--- config.mk ---
export PLATFORM = sky130hd
export DESIGN_NAME = field_header_decoder_top_flat
export DESIGN_NICKNAME = d
export VERILOG_FILES = /design/src/rtl/fhd_pkg.sv /design/src/rtl/fhd_ifs.sv /design/src/rtl/fhd_parser.sv /design/src/rtl/field_header_decoder_top.sv /design/src/flat_wrapper.sv
export VERILOG_INCLUDE_DIRS = /design/src /design/src/rtl
export SDC_FILE = /design/constraint.sdc
export NUM_CORES = 1
export LEC_CHECK = 0
export ABC_AREA = 1
export ABC_CLOCK_PERIOD_IN_PS = 10200
export BUFFER_PORTS_ARGS = -buffer_cell sky130_fd_sc_hd__buf_2
export CORE_ASPECT_RATIO = 1.1
export CORE_MARGIN = 2
export CORE_UTILIZATION = 30
export CTS_BUF_LIST = sky130_fd_sc_hd__clkbuf_4 sky130_fd_sc_hd__clkbuf_8
export CTS_CLUSTER_SIZE = 40
export DETAILED_ROUTE_END_ITERATION = 12
export MAX_ROUTING_LAYER = met4
export SYNTH_ARGS = -nofsm -noshare
export SYNTH_HDL_FRONTEND = slang
export SYNTH_SLANG_ARGS = --single-unit
--- constraint.sdc ---
create_clock -name clk_i -period 10.2 [get_ports clk_i]
set_input_delay 1.02 -clock clk_i [delete_from_list [all_inputs] [get_ports clk_i]]
set_output_delay 1.02 -clock clk_i [all_outputs]
set_load 0.1 [all_outputs]
--- src/rtl/field_header_decoder_top_defines.svh ---
// assertion macros used by the decoder top
`ifndef FIELD_HEADER_DECODER_TOP_DEFINES_SVH
`define FIELD_HEADER_DECODER_TOP_DEFINES_SVH

// same-cycle implication, sampled on clk_i, off during reset
`define FHD_ASSERT_NOW(label, ante, cons, msg) \
  label: assert property (@(posedge clk_i) disable iff (!rst_ni) (ante) |-> (cons)) \
    else $error(msg);

// next-cycle implication, sampled on clk_i, off during reset
`define FHD_ASSERT_NEXT(label, ante, cons, msg) \
  label: assert property (@(posedge clk_i) disable iff (!rst_ni) (ante) |=> (cons)) \
    else $error(msg);

`endif

--- src/rtl/fhd_pkg.sv ---
package fhd_pkg;

  localparam int unsigned PosW   = 32;
  localparam int unsigned StartW = 31;
  localparam int unsigned CfgIdxW = 1;

  localparam logic [4:0] InlineIdExt     = 5'h1F;
  localparam logic [2:0] FirstLengthCode = 3'd5;
  localparam logic [2:0] CodeTerminator  = 3'd0;

  typedef enum logic [CfgIdxW-1:0] {
    CFG_LENGTH_BIG_ENDIAN = 1'b0,
    CFG_START_POSITION    = 1'b1
  } cfg_reg_e;

  typedef enum logic [2:0] {
    PH_LEAD = 3'd0,
    PH_EXT  = 3'd1,
    PH_LEN  = 3'd2,
    PH_SKIP = 3'd3,
    PH_HALT = 3'd4
  } phase_e;

  typedef struct packed {
    logic              length_big_endian;
    logic [StartW-1:0] start_position;
  } cfg_t;

  typedef struct packed {
    logic [7:0]      field_id;
    logic [PosW-1:0] payload_length;
    logic [PosW-1:0] header_position;
    logic [PosW-1:0] data_position;
    logic            is_terminator;
    logic            range_error;
  } result_t;

  // payload byte count of a fixed size code
  function automatic logic [3:0] fixed_length(input logic [2:0] code);
    logic [3:0] len;
    case (code)
      3'd1:    len = 4'd1;
      3'd2:    len = 4'd2;
      3'd3:    len = 4'd4;
      3'd4:    len = 4'd8;
      default: len = 4'd0;
    endcase
    return len;
  endfunction

  // number of explicit length bytes of a size code
  function automatic logic [2:0] length_byte_count(input logic [2:0] code);
    logic [2:0] cnt;
    case (code)
      3'd5:    cnt = 3'd1;
      3'd6:    cnt = 3'd2;
      3'd7:    cnt = 3'd4;
      default: cnt = 3'd0;
    endcase
    return cnt;
  endfunction

endpackage

--- src/rtl/fhd_ifs.sv ---
interface fhd_in_if;
  logic       valid;
  logic       ready;
  logic [7:0] data_byte;
  logic       stream_start;
  modport source (output valid, output data_byte, output stream_start, input ready);
  modport sink   (input valid, input data_byte, input stream_start, output ready);
endinterface

interface fhd_out_if;
  logic        valid;
  logic        ready;
  logic [7:0]  field_id;
  logic [31:0] payload_length;
  logic [31:0] header_position;
  logic [31:0] data_position;
  logic        is_terminator;
  logic        range_error;
  modport source (output valid, output field_id, output payload_length,
                  output header_position, output data_position,
                  output is_terminator, output range_error, input ready);
  modport sink   (input valid, input field_id, input payload_length,
                  input header_position, input data_position,
                  input is_terminator, input range_error, output ready);
endinterface

interface fhd_cfg_if;
  logic        valid;
  logic        ready;
  logic [0:0]  index;
  logic [30:0] data;
  modport source (output valid, output index, output data, input ready);
  modport sink   (input valid, input index, input data, output ready);
endinterface

--- src/rtl/fhd_parser.sv ---
module fhd_parser
  import fhd_pkg::*;
(
  input  logic       clk_i,
  input  logic       rst_ni,
  input  logic       step_i,
  input  logic [7:0] data_byte_i,
  input  logic       stream_start_i,
  input  cfg_t       cfg_i,
  output logic       res_valid_o,
  output result_t    res_o
);

  phase_e          phase_q, phase_d;
  logic [PosW-1:0] lead_pos_q, lead_pos_d;
  logic [7:0]      cur_id_q, cur_id_d;
  logic [2:0]      code_q, code_d;
  logic [PosW-1:0] len_acc_q, len_acc_d;
  logic [2:0]      len_left_q, len_left_d;
  logic [PosW-1:0] byte_pos_q, byte_pos_d;
  logic [PosW-1:0] skip_q, skip_d;

  phase_e          phase_eff;
  logic [PosW-1:0] pos, dp, len_f, skip_eff, acc_eff, acc_new, acc_le_part;
  logic [2:0]      left_eff, left_new, total;
  logic [1:0]      le_idx;
  logic [PosW:0]   end_sum;
  logic            fin, err;

  always_comb begin
    // stream start restarts parser and position before the byte is looked at
    phase_eff = stream_start_i ? PH_LEAD : phase_q;
    skip_eff  = stream_start_i ? '0 : skip_q;
    left_eff  = stream_start_i ? '0 : len_left_q;
    acc_eff   = stream_start_i ? '0 : len_acc_q;
    pos       = stream_start_i ? {1'b0, cfg_i.start_position} : byte_pos_q;

    phase_d    = phase_eff;
    lead_pos_d = lead_pos_q;
    cur_id_d   = cur_id_q;
    code_d     = code_q;
    len_acc_d  = acc_eff;
    len_left_d = left_eff;
    skip_d     = skip_eff;
    byte_pos_d = pos + 32'd1;

    total       = length_byte_count(code_q);
    le_idx      = 2'(total - left_eff);
    acc_le_part = {24'd0, data_byte_i} << {le_idx, 3'b000};
    acc_new     = cfg_i.length_big_endian ? {acc_eff[PosW-9:0], data_byte_i}
                                          : (acc_eff | acc_le_part);
    left_new    = left_eff - 3'd1;

    fin   = 1'b0;
    len_f = '0;

    case (phase_eff)
      PH_EXT: begin
        cur_id_d = data_byte_i;
        if (code_q < FirstLengthCode) begin
          fin   = 1'b1;
          len_f = {28'd0, fixed_length(code_q)};
        end else begin
          len_acc_d  = '0;
          len_left_d = total;
          phase_d    = PH_LEN;
        end
      end
      PH_LEN: begin
        len_acc_d  = acc_new;
        len_left_d = left_new;
        if (left_new == 3'd0 || total == 3'd0) begin
          fin   = 1'b1;
          len_f = acc_new;
        end
      end
      PH_SKIP: begin
        skip_d = skip_eff - 32'd1;
        if (skip_d == '0) begin
          phase_d = PH_LEAD;
        end
      end
      PH_HALT: begin
      end
      default: begin
        lead_pos_d = pos;
        cur_id_d   = {3'd0, data_byte_i[4:0]};
        code_d     = data_byte_i[7:5];
        if (data_byte_i[4:0] == InlineIdExt) begin
          phase_d = PH_EXT;
        end else if (data_byte_i[7:5] < FirstLengthCode) begin
          fin     = 1'b1;
          len_f   = {28'd0, fixed_length(data_byte_i[7:5])};
          phase_d = PH_LEAD;
        end else begin
          len_acc_d  = '0;
          len_left_d = length_byte_count(data_byte_i[7:5]);
          phase_d    = PH_LEN;
        end
      end
    endcase

    // end check: carry out or bit 31 set means past the position limit
    dp      = pos + 32'd1;
    end_sum = {1'b0, dp} + {1'b0, len_f};
    err     = end_sum[PosW] | end_sum[PosW-1];

    if (fin) begin
      if (err) begin
        phase_d = PH_HALT;
        skip_d  = '0;
      end else if (len_f == '0) begin
        phase_d = PH_LEAD;
      end else begin
        skip_d  = len_f;
        phase_d = PH_SKIP;
      end
    end

    res_valid_o           = fin;
    res_o.field_id        = (code_d == CodeTerminator) ? 8'd0 : cur_id_d;
    res_o.payload_length  = len_f;
    res_o.header_position = lead_pos_d;
    res_o.data_position   = dp;
    res_o.is_terminator   = (code_d == CodeTerminator);
    res_o.range_error     = err;
  end

  always_ff @(posedge clk_i or negedge rst_ni) begin
    if (!rst_ni) begin
      phase_q    <= PH_LEAD;
      lead_pos_q <= '0;
      cur_id_q   <= '0;
      code_q     <= '0;
      len_acc_q  <= '0;
      len_left_q <= '0;
      byte_pos_q <= '0;
      skip_q     <= '0;
    end else if (step_i) begin
      phase_q    <= phase_d;
      lead_pos_q <= lead_pos_d;
      cur_id_q   <= cur_id_d;
      code_q     <= code_d;
      len_acc_q  <= len_acc_d;
      len_left_q <= len_left_d;
      byte_pos_q <= byte_pos_d;
      skip_q     <= skip_d;
    end
  end

endmodule

--- src/rtl/field_header_decoder_top.sv ---
// channel | dir | beat                                     | handshake
// in_i    | in  | data_byte, stream_start                  | valid/ready
// out_o   | out | field_id, payload_length, header/data pos, | valid/ready
//         |     | is_terminator, range_error               |
// cfg_i   | in  | index, data                              | valid/ready, ready always high
//
// one byte a cycle sustained while out_o is not stalled; an input beat reaches its
// result beat through the input register, then parser logic into the result register
// a byte that completes a header gives one result beat, all other bytes give none
// reset clears the parser to expect a lead byte at position zero and both config regs
// a stalled result holds the result register; the input register still takes a beat
// when empty, so the stall reaches in_i.ready only once that beat is held
`include "field_header_decoder_top_defines.svh"

module field_header_decoder_top
  import fhd_pkg::*;
(
  input  logic      clk_i,
  input  logic      rst_ni,
  fhd_in_if.sink    in_i,
  fhd_out_if.source out_o,
  fhd_cfg_if.sink   cfg_i
);

  // configuration registers
  cfg_t cfg_q;

  // input register
  logic       in_valid_q;
  logic [7:0] in_byte_q;
  logic       in_start_q;

  // result register
  logic    out_valid_q;
  result_t out_q;

  logic    advance, step, res_valid;
  result_t res;

  // the parser moves on a held byte whenever the result register can take whatever it yields
  assign advance  = !out_valid_q || out_o.ready;
  assign step     = in_valid_q && advance;
  assign in_i.ready = !in_valid_q || advance;
  assign cfg_i.ready = 1'b1;

  always_ff @(posedge clk_i or negedge rst_ni) begin
    if (!rst_ni) begin
      cfg_q <= '0;
    end else if (cfg_i.valid) begin
      case (cfg_reg_e'(cfg_i.index))
        CFG_LENGTH_BIG_ENDIAN: cfg_q.length_big_endian <= cfg_i.data[0];
        CFG_START_POSITION:    cfg_q.start_position    <= cfg_i.data;
        default: ;
      endcase
    end
  end

  // input stage: valid bit reset, payload captured on each accepted beat
  always_ff @(posedge clk_i or negedge rst_ni) begin
    if (!rst_ni) begin
      in_valid_q <= 1'b0;
    end else if (in_i.ready) begin
      in_valid_q <= in_i.valid;
    end
  end

  always_ff @(posedge clk_i) begin
    if (in_i.valid && in_i.ready) begin
      in_byte_q  <= in_i.data_byte;
      in_start_q <= in_i.stream_start;
    end
  end

  fhd_parser u_parser (
    .clk_i,
    .rst_ni,
    .step_i         (step),
    .data_byte_i    (in_byte_q),
    .stream_start_i (in_start_q),
    .cfg_i          (cfg_q),
    .res_valid_o    (res_valid),
    .res_o          (res)
  );

  // result stage
  always_ff @(posedge clk_i or negedge rst_ni) begin
    if (!rst_ni) begin
      out_valid_q <= 1'b0;
    end else if (advance) begin
      out_valid_q <= step && res_valid;
    end
  end

  always_ff @(posedge clk_i) begin
    if (step && res_valid) begin
      out_q <= res;
    end
  end

  assign out_o.valid           = out_valid_q;
  assign out_o.field_id        = out_q.field_id;
  assign out_o.payload_length  = out_q.payload_length;
  assign out_o.header_position = out_q.header_position;
  assign out_o.data_position   = out_q.data_position;
  assign out_o.is_terminator   = out_q.is_terminator;
  assign out_o.range_error     = out_q.range_error;

  // a byte held in the input register is never dropped while the parser is stalled
  `FHD_ASSERT_NEXT(a_in_held, in_valid_q && !advance, in_valid_q, "input beat lost on stall")

  // terminators always report id zero
  `FHD_ASSERT_NOW(a_term_id, out_o.valid && out_o.is_terminator, out_o.field_id == 8'd0,
    "terminator with non-zero field id")

  // a result without range error ends inside the position limit
  `FHD_ASSERT_NOW(a_range_ok, out_o.valid && !out_o.range_error,
    ({1'b0, out_o.data_position} + {1'b0, out_o.payload_length}) <= 33'h0_7FFF_FFFF,
    "payload end past limit without range error")

endmodule
--- src/flat_wrapper.sv ---
// flat-port wrapper written by rule: the top's interface ports become plain ports
module field_header_decoder_top_flat import fhd_pkg::*;
  (clk_i, rst_ni, in_i_valid, in_i_data_byte, in_i_stream_start, in_i_ready, out_o_valid, out_o_field_id, out_o_payload_length, out_o_header_position, out_o_data_position, out_o_is_terminator, out_o_range_error, out_o_ready, cfg_i_valid, cfg_i_index, cfg_i_data, cfg_i_ready);
  fhd_in_if in_i_i ();
  fhd_out_if out_o_i ();
  fhd_cfg_if cfg_i_i ();
  input  logic clk_i;
  input  logic rst_ni;
  input wire logic [$bits(in_i_i.valid)-1:0] in_i_valid;
  input wire logic [$bits(in_i_i.data_byte)-1:0] in_i_data_byte;
  input wire logic [$bits(in_i_i.stream_start)-1:0] in_i_stream_start;
  output wire logic [$bits(in_i_i.ready)-1:0] in_i_ready;
  output wire logic [$bits(out_o_i.valid)-1:0] out_o_valid;
  output wire logic [$bits(out_o_i.field_id)-1:0] out_o_field_id;
  output wire logic [$bits(out_o_i.payload_length)-1:0] out_o_payload_length;
  output wire logic [$bits(out_o_i.header_position)-1:0] out_o_header_position;
  output wire logic [$bits(out_o_i.data_position)-1:0] out_o_data_position;
  output wire logic [$bits(out_o_i.is_terminator)-1:0] out_o_is_terminator;
  output wire logic [$bits(out_o_i.range_error)-1:0] out_o_range_error;
  input wire logic [$bits(out_o_i.ready)-1:0] out_o_ready;
  input wire logic [$bits(cfg_i_i.valid)-1:0] cfg_i_valid;
  input wire logic [$bits(cfg_i_i.index)-1:0] cfg_i_index;
  input wire logic [$bits(cfg_i_i.data)-1:0] cfg_i_data;
  output wire logic [$bits(cfg_i_i.ready)-1:0] cfg_i_ready;
  assign in_i_i.valid = in_i_valid;
  assign in_i_i.data_byte = in_i_data_byte;
  assign in_i_i.stream_start = in_i_stream_start;
  assign in_i_ready = in_i_i.ready;
  assign out_o_valid = out_o_i.valid;
  assign out_o_field_id = out_o_i.field_id;
  assign out_o_payload_length = out_o_i.payload_length;
  assign out_o_header_position = out_o_i.header_position;
  assign out_o_data_position = out_o_i.data_position;
  assign out_o_is_terminator = out_o_i.is_terminator;
  assign out_o_range_error = out_o_i.range_error;
  assign out_o_i.ready = out_o_ready;
  assign cfg_i_i.valid = cfg_i_valid;
  assign cfg_i_i.index = cfg_i_index;
  assign cfg_i_i.data = cfg_i_data;
  assign cfg_i_ready = cfg_i_i.ready;
  field_header_decoder_top u_core (.clk_i(clk_i), .rst_ni(rst_ni), .in_i(in_i_i), .out_o(out_o_i), .cfg_i(cfg_i_i));
endmodule
==> results, run 1 <==
- The flow ran to the end, and the final reports show no timing, DRC or antenna violations.
- In this run the horizontal extent of the chip is 230 um.
- The setup path with the least slack is of type reg2reg.
- In this run the power density over the cells is 332 mW/mm2.
- Based on the critical path, the design can be clocked at up to 0.169 GHz.
- The max-slew violation count was 0.
- After clock tree synthesis, the setup repair step added 0 buffers.
- The number of placement rows is 91.
- The detail route stage leaves a number of antenna-violating nets equal to 0.
- Clock-pin slew was measured on the worst setup and hold paths at 60 ps.
- Net switching is 51.4% of the power.
- Setup repair after global routing left no endpoint under its margin.
- The relative slew slack is 23.2%.
- The first-pass GRT wire length is 80,900 um.
- The residual overflow from global routing is 0.
- For the pin with the worst max-slew slack, the measured transition is 1150 ps.
- The via count of the first global-routing pass is 14.1k.
- The power dissipated by switching net loads is 3.27 mW.
- The max-cap violation count is 0.
- The vias after detailed routing is 14.6k.
- In this run, the clock network consumes 16.7% of the power.
- The number of nets handed over by synthesis was 2,113.
- The worst setup path is captured at a flip-flop.
- The total routing usage reported by global routing is 18.1%.
- The most repeated cell in the gate-level netlist after synthesis is sky130_fd_sc_hd__nand2_1.
- The peak fanout along the critical path is 54.
- The violation count after the first detailed-route iteration is 1,377.
- The clock tree from TritonCTS is done.
- The synthesized design devotes to its leading area cell type 26.5% of total area.
- The share of flip-flops with an asynchronous set or reset is 60.9%.
- The internal power is 3.10 mW.
- The number of search-and-repair iterations in the first detailed-routing pass is 9.
- Once the floorplan was initialized, standard cells occupied 30.2% of the core.
- The post-route netlist has 19.0% of its cells at a drive strength greater than 1.
- The minimum clock period after layout is 5910 ps.
- The number of storage elements in the synthesis netlist is 294.
- The number of top-level design ports is 155.
- The floorplan step defined a core boundary enclosing 0.0559 mm2.
- In this run the deepest clock path goes through 3 buffers.
- The number of antenna violations at the first check in global routing is 1.
- The register area share after synthesis is 46.9%.
- The total clock buffers created by CTS is 49.
- For the worst setup path, the data arrival time is 6410 ps.
- The average cell area after synthesis is 8.33 um2.
- Ranked by instance count, the synthesized netlist is headed by sky130_fd_sc_hd__nand2_1 (550), sky130_fd_sc_hd__inv_1 (206), sky130_fd_sc_hd__dfrtp_1 (179), sky130_fd_sc_hd__o21ai_0 (148).
- The full die area is 0.0583 mm2.
- After filler insertion, the fill cell instance count of the layout stands at 5,803.
- In the post-synthesis netlist, the biggest area contributors are sky130_fd_sc_hd__dfrtp_1 (26%), sky130_fd_sc_hd__edfxtp_1 (20%), sky130_fd_sc_hd__nand2_1 (12%), sky130_fd_sc_hd__inv_1 (4.6%), sky130_fd_sc_hd__o21ai_0 (4.4%).
- The last weighted congestion value of the routability-driven placer is 0.897.
- The share of the clock period used by the worst path is 58.0%.
- During placement, the flow inserted port buffers numbering 153.
- The min-delay analysis places its worst path in the category in2async.
- After detailed routing, the number of vias per cell comes to 4.99.
- The relative contribution of combinational cells to total power is 53.2%.
- Of all cell types, the one taking the most synthesized area is sky130_fd_sc_hd__dfrtp_1.
- The number of gates resized after CTS is 0.
- The area growth from synthesis to layout is 13.5%.
- The clock net sink count is 294.
- The maximum resistive drop on vdd is 0.101 mV.
- The cell area after technology mapping is 0.0169 mm2.
- The synthesized netlist contains 62 unique library cells.
- Sequential cells account for 30.1% of the total power.
- The finished cells cover 0.0192 mm2.
- Yosys mapped a number of flops with a built-in enable equal to 115.
- Setup violations remaining at the end of the flow were counted as 0.
- The H-tree level count is 2.
- The gate count after technology mapping is 2,030.
- Summed over all cells, the static leakage comes to 9.32 nW.
- The half-perimeter wire length after detailed placement is 36,800 um.
- Setup total negative slack on the finished layout was measured at 0 ps.
- The worst setup path is launched from a flip-flop.
- The later pin in the worst-skew pair is clocked with a latency of 610 ps.
- The flip-flop cell with the highest count after synthesis is sky130_fd_sc_hd__dfrtp_1.
- After detailed placement, the total cell area comes to 0.0182 mm2.
- The die is 253 um tall.
- In this run, post-CTS hold repair placed 0 buffers.
- The total count of hold-check failures in the final report was 0.
- Entering global routing, the biggest net connects 84 pins.
- For the final database, setup skew stands at 34.4 ps.
- The wire length after detailed routing is 51,900 um.
- The count of nets after finishing is 2,232.
- In the routed design, unresolved DRC markers number 0.
- The required time of the critical path is 10,690 ps.
- After detailed routing, the average wire length per cell comes to 17.7 um.
- In this run the clock root is driven by a sky130_fd_sc_hd__clkbuf_8.
- The Yosys warning count is 0.
-- per-layer routing --
layer / global-route usage, % / vias up / part of all wire [%]
met5: - / - / 0
met4: 7.67 / 0 / 4.3
met3: 2.35 / 114 / 5.5
met2: 30.1 / 520 / 49
met1: 22.2 / 7038 / 42
li1: - / 6973 / -
-- final cells by class --
| type | instances | area (um2) | share of cell area (%) |
|---|---|---|---|
| clock buffer | 71 | 858 | 4.47 |
| clock inverter | 20 | 126 | 0.658 |
| timing repair buffer | 169 | 892 | 4.65 |
| multi-input combinational | 1402 | 7580 | 39.5 |
| antenna | 1 | 2.50 | 0.0130 |
| inverter | 233 | 877 | 4.57 |
| sequential | 294 | 7930 | 41.3 |
| tap | 744 | 931 | 4.85 |
-- worst max-delay path, stage by stage, from the launching register on --
cell and delay, ps:
sky130_fd_sc_hd__edfxtp_1 410, sky130_fd_sc_hd__inv_2 390, sky130_fd_sc_hd__buf_4 400, sky130_fd_sc_hd__buf_4 650, sky130_fd_sc_hd__or2_2 220, sky130_fd_sc_hd__o21ai_0 220, sky130_fd_sc_hd__nor2_1 180, sky130_fd_sc_hd__nand3_1 150
sky130_fd_sc_hd__nand3b_4 220, sky130_fd_sc_hd__nor2_4 180, sky130_fd_sc_hd__nand2_1 120, sky130_fd_sc_hd__nor2_2 100, sky130_fd_sc_hd__xor2_1 210, sky130_fd_sc_hd__inv_1 120, sky130_fd_sc_hd__ha_1 310, sky130_fd_sc_hd__nand2_1 80
sky130_fd_sc_hd__nor3_1 130, sky130_fd_sc_hd__nand4_1 190, sky130_fd_sc_hd__a31oi_1 270, sky130_fd_sc_hd__nor3_1 90, sky130_fd_sc_hd__nand2_1 80, sky130_fd_sc_hd__nand2_1 40, sky130_fd_sc_hd__nand2_1 90, sky130_fd_sc_hd__nand2_2 70
sky130_fd_sc_hd__nand2_2 540, sky130_fd_sc_hd__nand2_1 110, sky130_fd_sc_hd__nand2_1 90, sky130_fd_sc_hd__nand2_1 60
-- power by group through the flow --
stage,registers [mW],logic (mW),clock network [mW]
4_1_cts,1.91,3.38,1.09
5_1_grt,1.96,3.71,1.14
3_3_place_gp,1.92,3.34,0
3_5_place_dp,1.93,3.37,0
6_report,1.92,3.39,1.06
2_1_floorplan,2.57,2.01,0
-- sequential cells by signal, indices dropped and copies added (netlist names), 8 cells and up --
name and flops:
u_core.cfg_q 32, u_core.u_parser.lead_pos_q 32, u_core.out_o.header_position 32, u_core.u_parser.byte_pos_q 32, u_core.u_parser.len_acc_q 32, u_core.out_o.payload_length 32, u_core.u_parser.cur_id_q 8, u_core.out_o.field_id 8
u_core.out_o.data_position 32, u_core.in_byte_q 8, u_core.u_parser.skip_q 32
-- path summary, 6_finish.rpt --
kind | startpoint | end | slack, ps | cells past startpoint
min in group clk_i | u_core.u_parser.cur_id_q[2] | u_core.u_parser.cur_id_q[2] | 480 | 2
worst min-delay path | rst_ni | u_core.cfg_q[20] | 450 | 1
worst min register to register | u_core.u_parser.cur_id_q[2] | u_core.u_parser.cur_id_q[2] | 480 | 2
max in group asynchronous | rst_ni | u_core.u_parser.byte_pos_q[9] | 8420 | 2
worst max-delay path | u_core.in_start_q | u_core.u_parser.phase_q[2] | 4290 | 27
worst max register to register | u_core.in_start_q | u_core.u_parser.phase_q[2] | 4290 | 27
-- cells by family (layout without fill, tap and decap cells) --
kind of cell / after synthesis / count (layout) / share of synthesized area [%]
compound gates: 315 / 315 / 10.9
other cells: 1 / 2 / 0.0222
mux: 38 / 38 / 2.46
fa+ha+maj: 37 / 37 / 2.74
buf+inv: 334 / 493 / 8.41
xor+xnor: 50 / 50 / 2.59
flops: 294 / 294 / 46.9
simple gates: 961 / 961 / 26.0
-- metrics by stage --
| stage | cells | util (%) | power [mW] | hold slack (ps) | worst slack (ps) |
|---|---|---|---|---|---|
| detailed placement | 2842 | 32.6 | 5.30 | 461 | 4290 |
| global placement | 2842 | 32.6 | 5.26 | 457 | 4270 |
| CTS | 2933 | 34.3 | 6.39 | 457 | 4290 |
| floorplan | 2030 | - | 4.58 | 444 | 2710 |
| finish | 2934 | 34.3 | 6.37 | 450 | 4290 |
| global route | 2934 | 34.3 | 6.81 | 483 | 3800 |
-- cell usage in the layout, fill, tap and decap left out, types with 10 or more instances in the layout --
cell type and count:
sky130_fd_sc_hd__nor2_1 119, sky130_fd_sc_hd__nor2_2 13, sky130_fd_sc_hd__nand3_1 122, sky130_fd_sc_hd__nor3_1 12
sky130_fd_sc_hd__nand2_1 549, sky130_fd_sc_hd__o21ai_1 21, sky130_fd_sc_hd__inv_2 25, sky130_fd_sc_hd__buf_2 152
sky130_fd_sc_hd__nand4_1 53, sky130_fd_sc_hd__clkinv_2 10, sky130_fd_sc_hd__or2_2 14, sky130_fd_sc_hd__mux2_2 28
sky130_fd_sc_hd__xor2_1 37, sky130_fd_sc_hd__xnor2_1 13, sky130_fd_sc_hd__clkbuf_4 19, sky130_fd_sc_hd__o21ai_0 148
sky130_fd_sc_hd__dfrtp_1 179, sky130_fd_sc_hd__nand3_2 10, sky130_fd_sc_hd__mux2i_1 10, sky130_fd_sc_hd__ha_1 37
sky130_fd_sc_hd__clkbuf_8 52, sky130_fd_sc_hd__o221ai_1 21, sky130_fd_sc_hd__nand2_2 23, sky130_fd_sc_hd__a21oi_1 53
sky130_fd_sc_hd__a31oi_1 23, sky130_fd_sc_hd__o211ai_1 13, sky130_fd_sc_hd__nand2_4 10, sky130_fd_sc_hd__inv_1 206
sky130_fd_sc_hd__edfxtp_1 115, sky130_fd_sc_hd__buf_4 16
No activity file was read; power rests on OpenSTA's default activity.
==> inputs of run 2 (changes only) <==
Settings changed: ABC_CLOCK_PERIOD_IN_PS 10200 to 4900.
Clock period 10.2 ns to 4.9 ns, I/O delays scaled along.
==> run 2 against run 1 <==
Compared with the run above: sequential cell count is the same; fmax grew 26%; worst hold slack lost 390 ps; global-route usage grew 0.20 points; die area is the same; non-clock buffer count grew 58; power grew 110%; setup slack lost 4100 ps; clock skew grew 5.6 ps; combinational power grew 120%; clock power grew 120%; highest routed layer unchanged.
==> results, run 2 (synthesized netlist as in run 1, its figures left out) <==
- The critical path endpoint category is a flip-flop.
- The number of search-and-repair iterations in the first detailed-routing pass is 5.
- CTS placed an instance of sky130_fd_sc_hd__clkbuf_8 at the clock tree root.
- The vias after detailed routing is 14.8k.
- Once layout is complete, the utilization of the core stands at 35.6%.
- The clock passes through at most 3 buffers.
- The full die area is 0.0583 mm2.
- The violation count after the first detailed-route iteration is 1,312.
- Setup violations remaining at the end of the flow were counted as 0.
- In the post-route analysis, the smallest setup slack over all paths is 215 ps.
- The number of top-level design ports is 155.
- The max-cap violation count is 0.
- The max-slew violation count came to 0.
- The H-tree level count is 2.
- The total clock buffers created by CTS is 48.
- The detail-routed net length per standard cell is 17.6 um.
- The leading cell type in the layout, fill and taps excluded is sky130_fd_sc_hd__nand2_1.
- The peak fanout along the critical path is 15.
- The sum of buffers and inverters on the critical path is 7.
- Setup repair after global routing could not meet its margin everywhere.
- The residual DRC count is 0.
- In this run the most critical hold path is launched from in_i_data_byte[3].
- At the worst endpoint, the arrival time is 5220 ps.
- After clock tree synthesis, the clock-pin slew on the worst setup and hold paths is 70 ps.
- For this run, the top clock speed supported by timing is 0.213 GHz.
- Dividing the final minimum period by the clock period gives 95.6%.
- The critical path launch point type is a flip-flop.
- Compared with the post-synthesis result, the final layout area differs by 17.8%.
- The end point of the worst hold path is u_core.in_byte_q[3].
- From bottom edge to top edge, the die measures 253 um.
- The tightest min-delay check is of the in2reg type.
- The wire-length estimate of the detail-placed layout is 37,700 um.
- The via count of the first global-routing pass is 14.5k.
- Total power for the finished layout comes to 13.6 mW.
- The total routing usage reported by global routing is 18.3%.
- Row generation in the floorplan step produced 91 rows.
- The residual overflow from global routing is 0.
- The flow ran to the end, and the final reports show no timing, DRC or antenna violations.
- The total count of hold-check failures in the final report is 0.
- The region available for standard cell placement spans 0.0559 mm2.
- The minimum clock period after layout is 4690 ps.
- The starting density of the core is 30.2%.
- The final-layout worst hold slack is 61.4 ps.
- The layout has 5,681 filler cells.
- At the end of the flow, the number of nets in the layout was 2,289.
- The number of I/O port buffers is 153.
- Traced cell by cell, the critical path runs through buf_4 > buf_4 > nor2_1 > buf_4 > inv_1 > ha_1 > nand2_1 > nand3_1 > a21oi_4 > buf_4 > nand2_1 > inv_2 > ha_1 > a21o_1 > nand3_1 > a21oi_1 > a2111oi_0 > nand2_1 > a21oi_2 > nand2_2 > nand2_4 > clkbuf_16 > nand3_1 > nand2_1.
- The worst hold path stage count is 1.
- Timing analysis after detailed placement gives a worst setup slack of 236 ps.
- Entering global routing, the biggest net connects 98 pins.
- The clock tree from TritonCTS is done.
- The slack of the worst reg-to-reg path is 210 ps.
- The worst setup path is of the reg2reg kind.
- Across the VDD grid, the largest voltage drop is 0.226 mV.
- The cell with the largest stage delay on the worst path is sky130_fd_sc_hd__edfxtp_1.
- After detailed routing, the total wire length is 52,700 um.
- The later pin in the worst-skew pair is clocked with a latency of 610 ps.
- For the pin with the worst max-slew slack, the measured transition is 1050 ps.
- In this run the remaining antenna-violating nets after routing total 0.
- Dividing the detail-routed via count by the number of cells gives 4.96.
- The share of final-layout standard cells stronger than drive strength 1 is 21.8%.
- The first-pass GRT wire length is 81,900 um.
- In this run the critical register-to-register path is launched from u_core.in_start_q.
- The family with the most delay on the worst path is buffers and inverters.
- The required time of the critical path is 5440 ps.
- The reported leakage power is 9.68 nW.
- The areal power density over the cells is 684 mW/mm2.
- The number of antenna violations at the first check in global routing is 1.
- The delay contributed by the slowest stage of the critical path is 530 ps.
- The area occupied by registers is 0.00793 mm2.
- CTS saw 294 sinks.
- The number of cell instances on the worst register-to-register path is 24.
- The endpoint identified for the worst register-to-register timing path is u_core.u_parser.skip_q[29].
- Tracing the worst setup path back leads to its startpoint at u_core.in_start_q.
- For the final database, setup skew stands at 40.0 ps.
- Routability-driven placement finished with a final weighted congestion of 0.944.
- The multi-input logic area is 0.00769 mm2.
- Measured against its own limit, the worst slew margin works out to 29.7%.
- The die outline width is 230 um.
- The library cells used most frequently in the layout, excluding fill and tap cells, are sky130_fd_sc_hd__nand2_1 (545), sky130_fd_sc_hd__inv_1 (204), sky130_fd_sc_hd__dfrtp_1 (179).
run 2: cell types whose count changed in the layout (fill, tap and decap cells not counted), moves of 3 or more:
cell / before / now
sky130_fd_sc_hd__clkbuf_4: 19 / 12
sky130_fd_sc_hd__buf_12: 0 / 5
sky130_fd_sc_hd__nor2_2: 13 / 16
sky130_fd_sc_hd__clkbuf_8: 52 / 59
sky130_fd_sc_hd__buf_6: 1 / 4
sky130_fd_sc_hd__nand2_1: 549 / 545
sky130_fd_sc_hd__clkinv_2: 10 / 7
sky130_fd_sc_hd__buf_4: 16 / 63
sky130_fd_sc_hd__nor2_1: 119 / 113
sky130_fd_sc_hd__nor2_4: 9 / 12
sky130_fd_sc_hd__nand2_2: 23 / 26
run 2: repair_timing:
action                                 4_1_cts  5_1_grt
resized for setup                            0       31
endpoints found under the hold margin       77        0
buffers inserted                             0       10
setup endpoints to repair                    0       35
hold buffers                                 1        0
run 2: where the power goes:
group / internal, mW / switching (mW)
logic: 1.92 / 5.37
clock network: 1.30 / 1.04
registers: 3.53 / 0.470
total: 6.74 / 6.88
run 2: worst max-delay path by stage:
stage,endpoint,slack [ps],cells after the start
floorplan,u_core.u_parser.phase_q[0],440,16
global placement,u_core.u_parser.phase_q[2],340,30
global route,u_core.u_parser.phase_q[2],-50,29
CTS,u_core.u_parser.skip_q[12],180,29
finish,u_core.u_parser.skip_q[29],210,24
detailed placement,u_core.u_parser.skip_q[12],240,30
run 2: final cells by class:
cell class | count | area share (%)
diodes | 1 | 0.0126
repair buffers | 227 | 7.17
well taps | 744 | 4.67
multi-input cells | 1402 | 38.6
clock buffers | 71 | 4.53
inverters | 233 | 4.40
flip-flops and latches | 294 | 39.8
clock inverters | 18 | 0.760
run 2: layer usage:
| layer | GRT usage (%) | vias up | routed length (um) |
|---|---|---|---|
| met1 | 21.7 | 7090 | 21500 |
| li1 | - | 7090 | - |
| met5 | - | - | 0 |
| met2 | 30.7 | 499 | 25800 |
| met4 | 8.92 | 0 | 2680 |
| met3 | 2.44 | 145 | 2720 |
run 2: per-stage QoR:
step                      TNS, ps  std cells  instance area [um2]
final                           0       2990                19900
after global routing         -131       2990                19900
after CTS                       0       2978                19700
after detailed placement        0       2888                18600
after global placement          0       2888                18600
after floorplan                 0       2030                16900
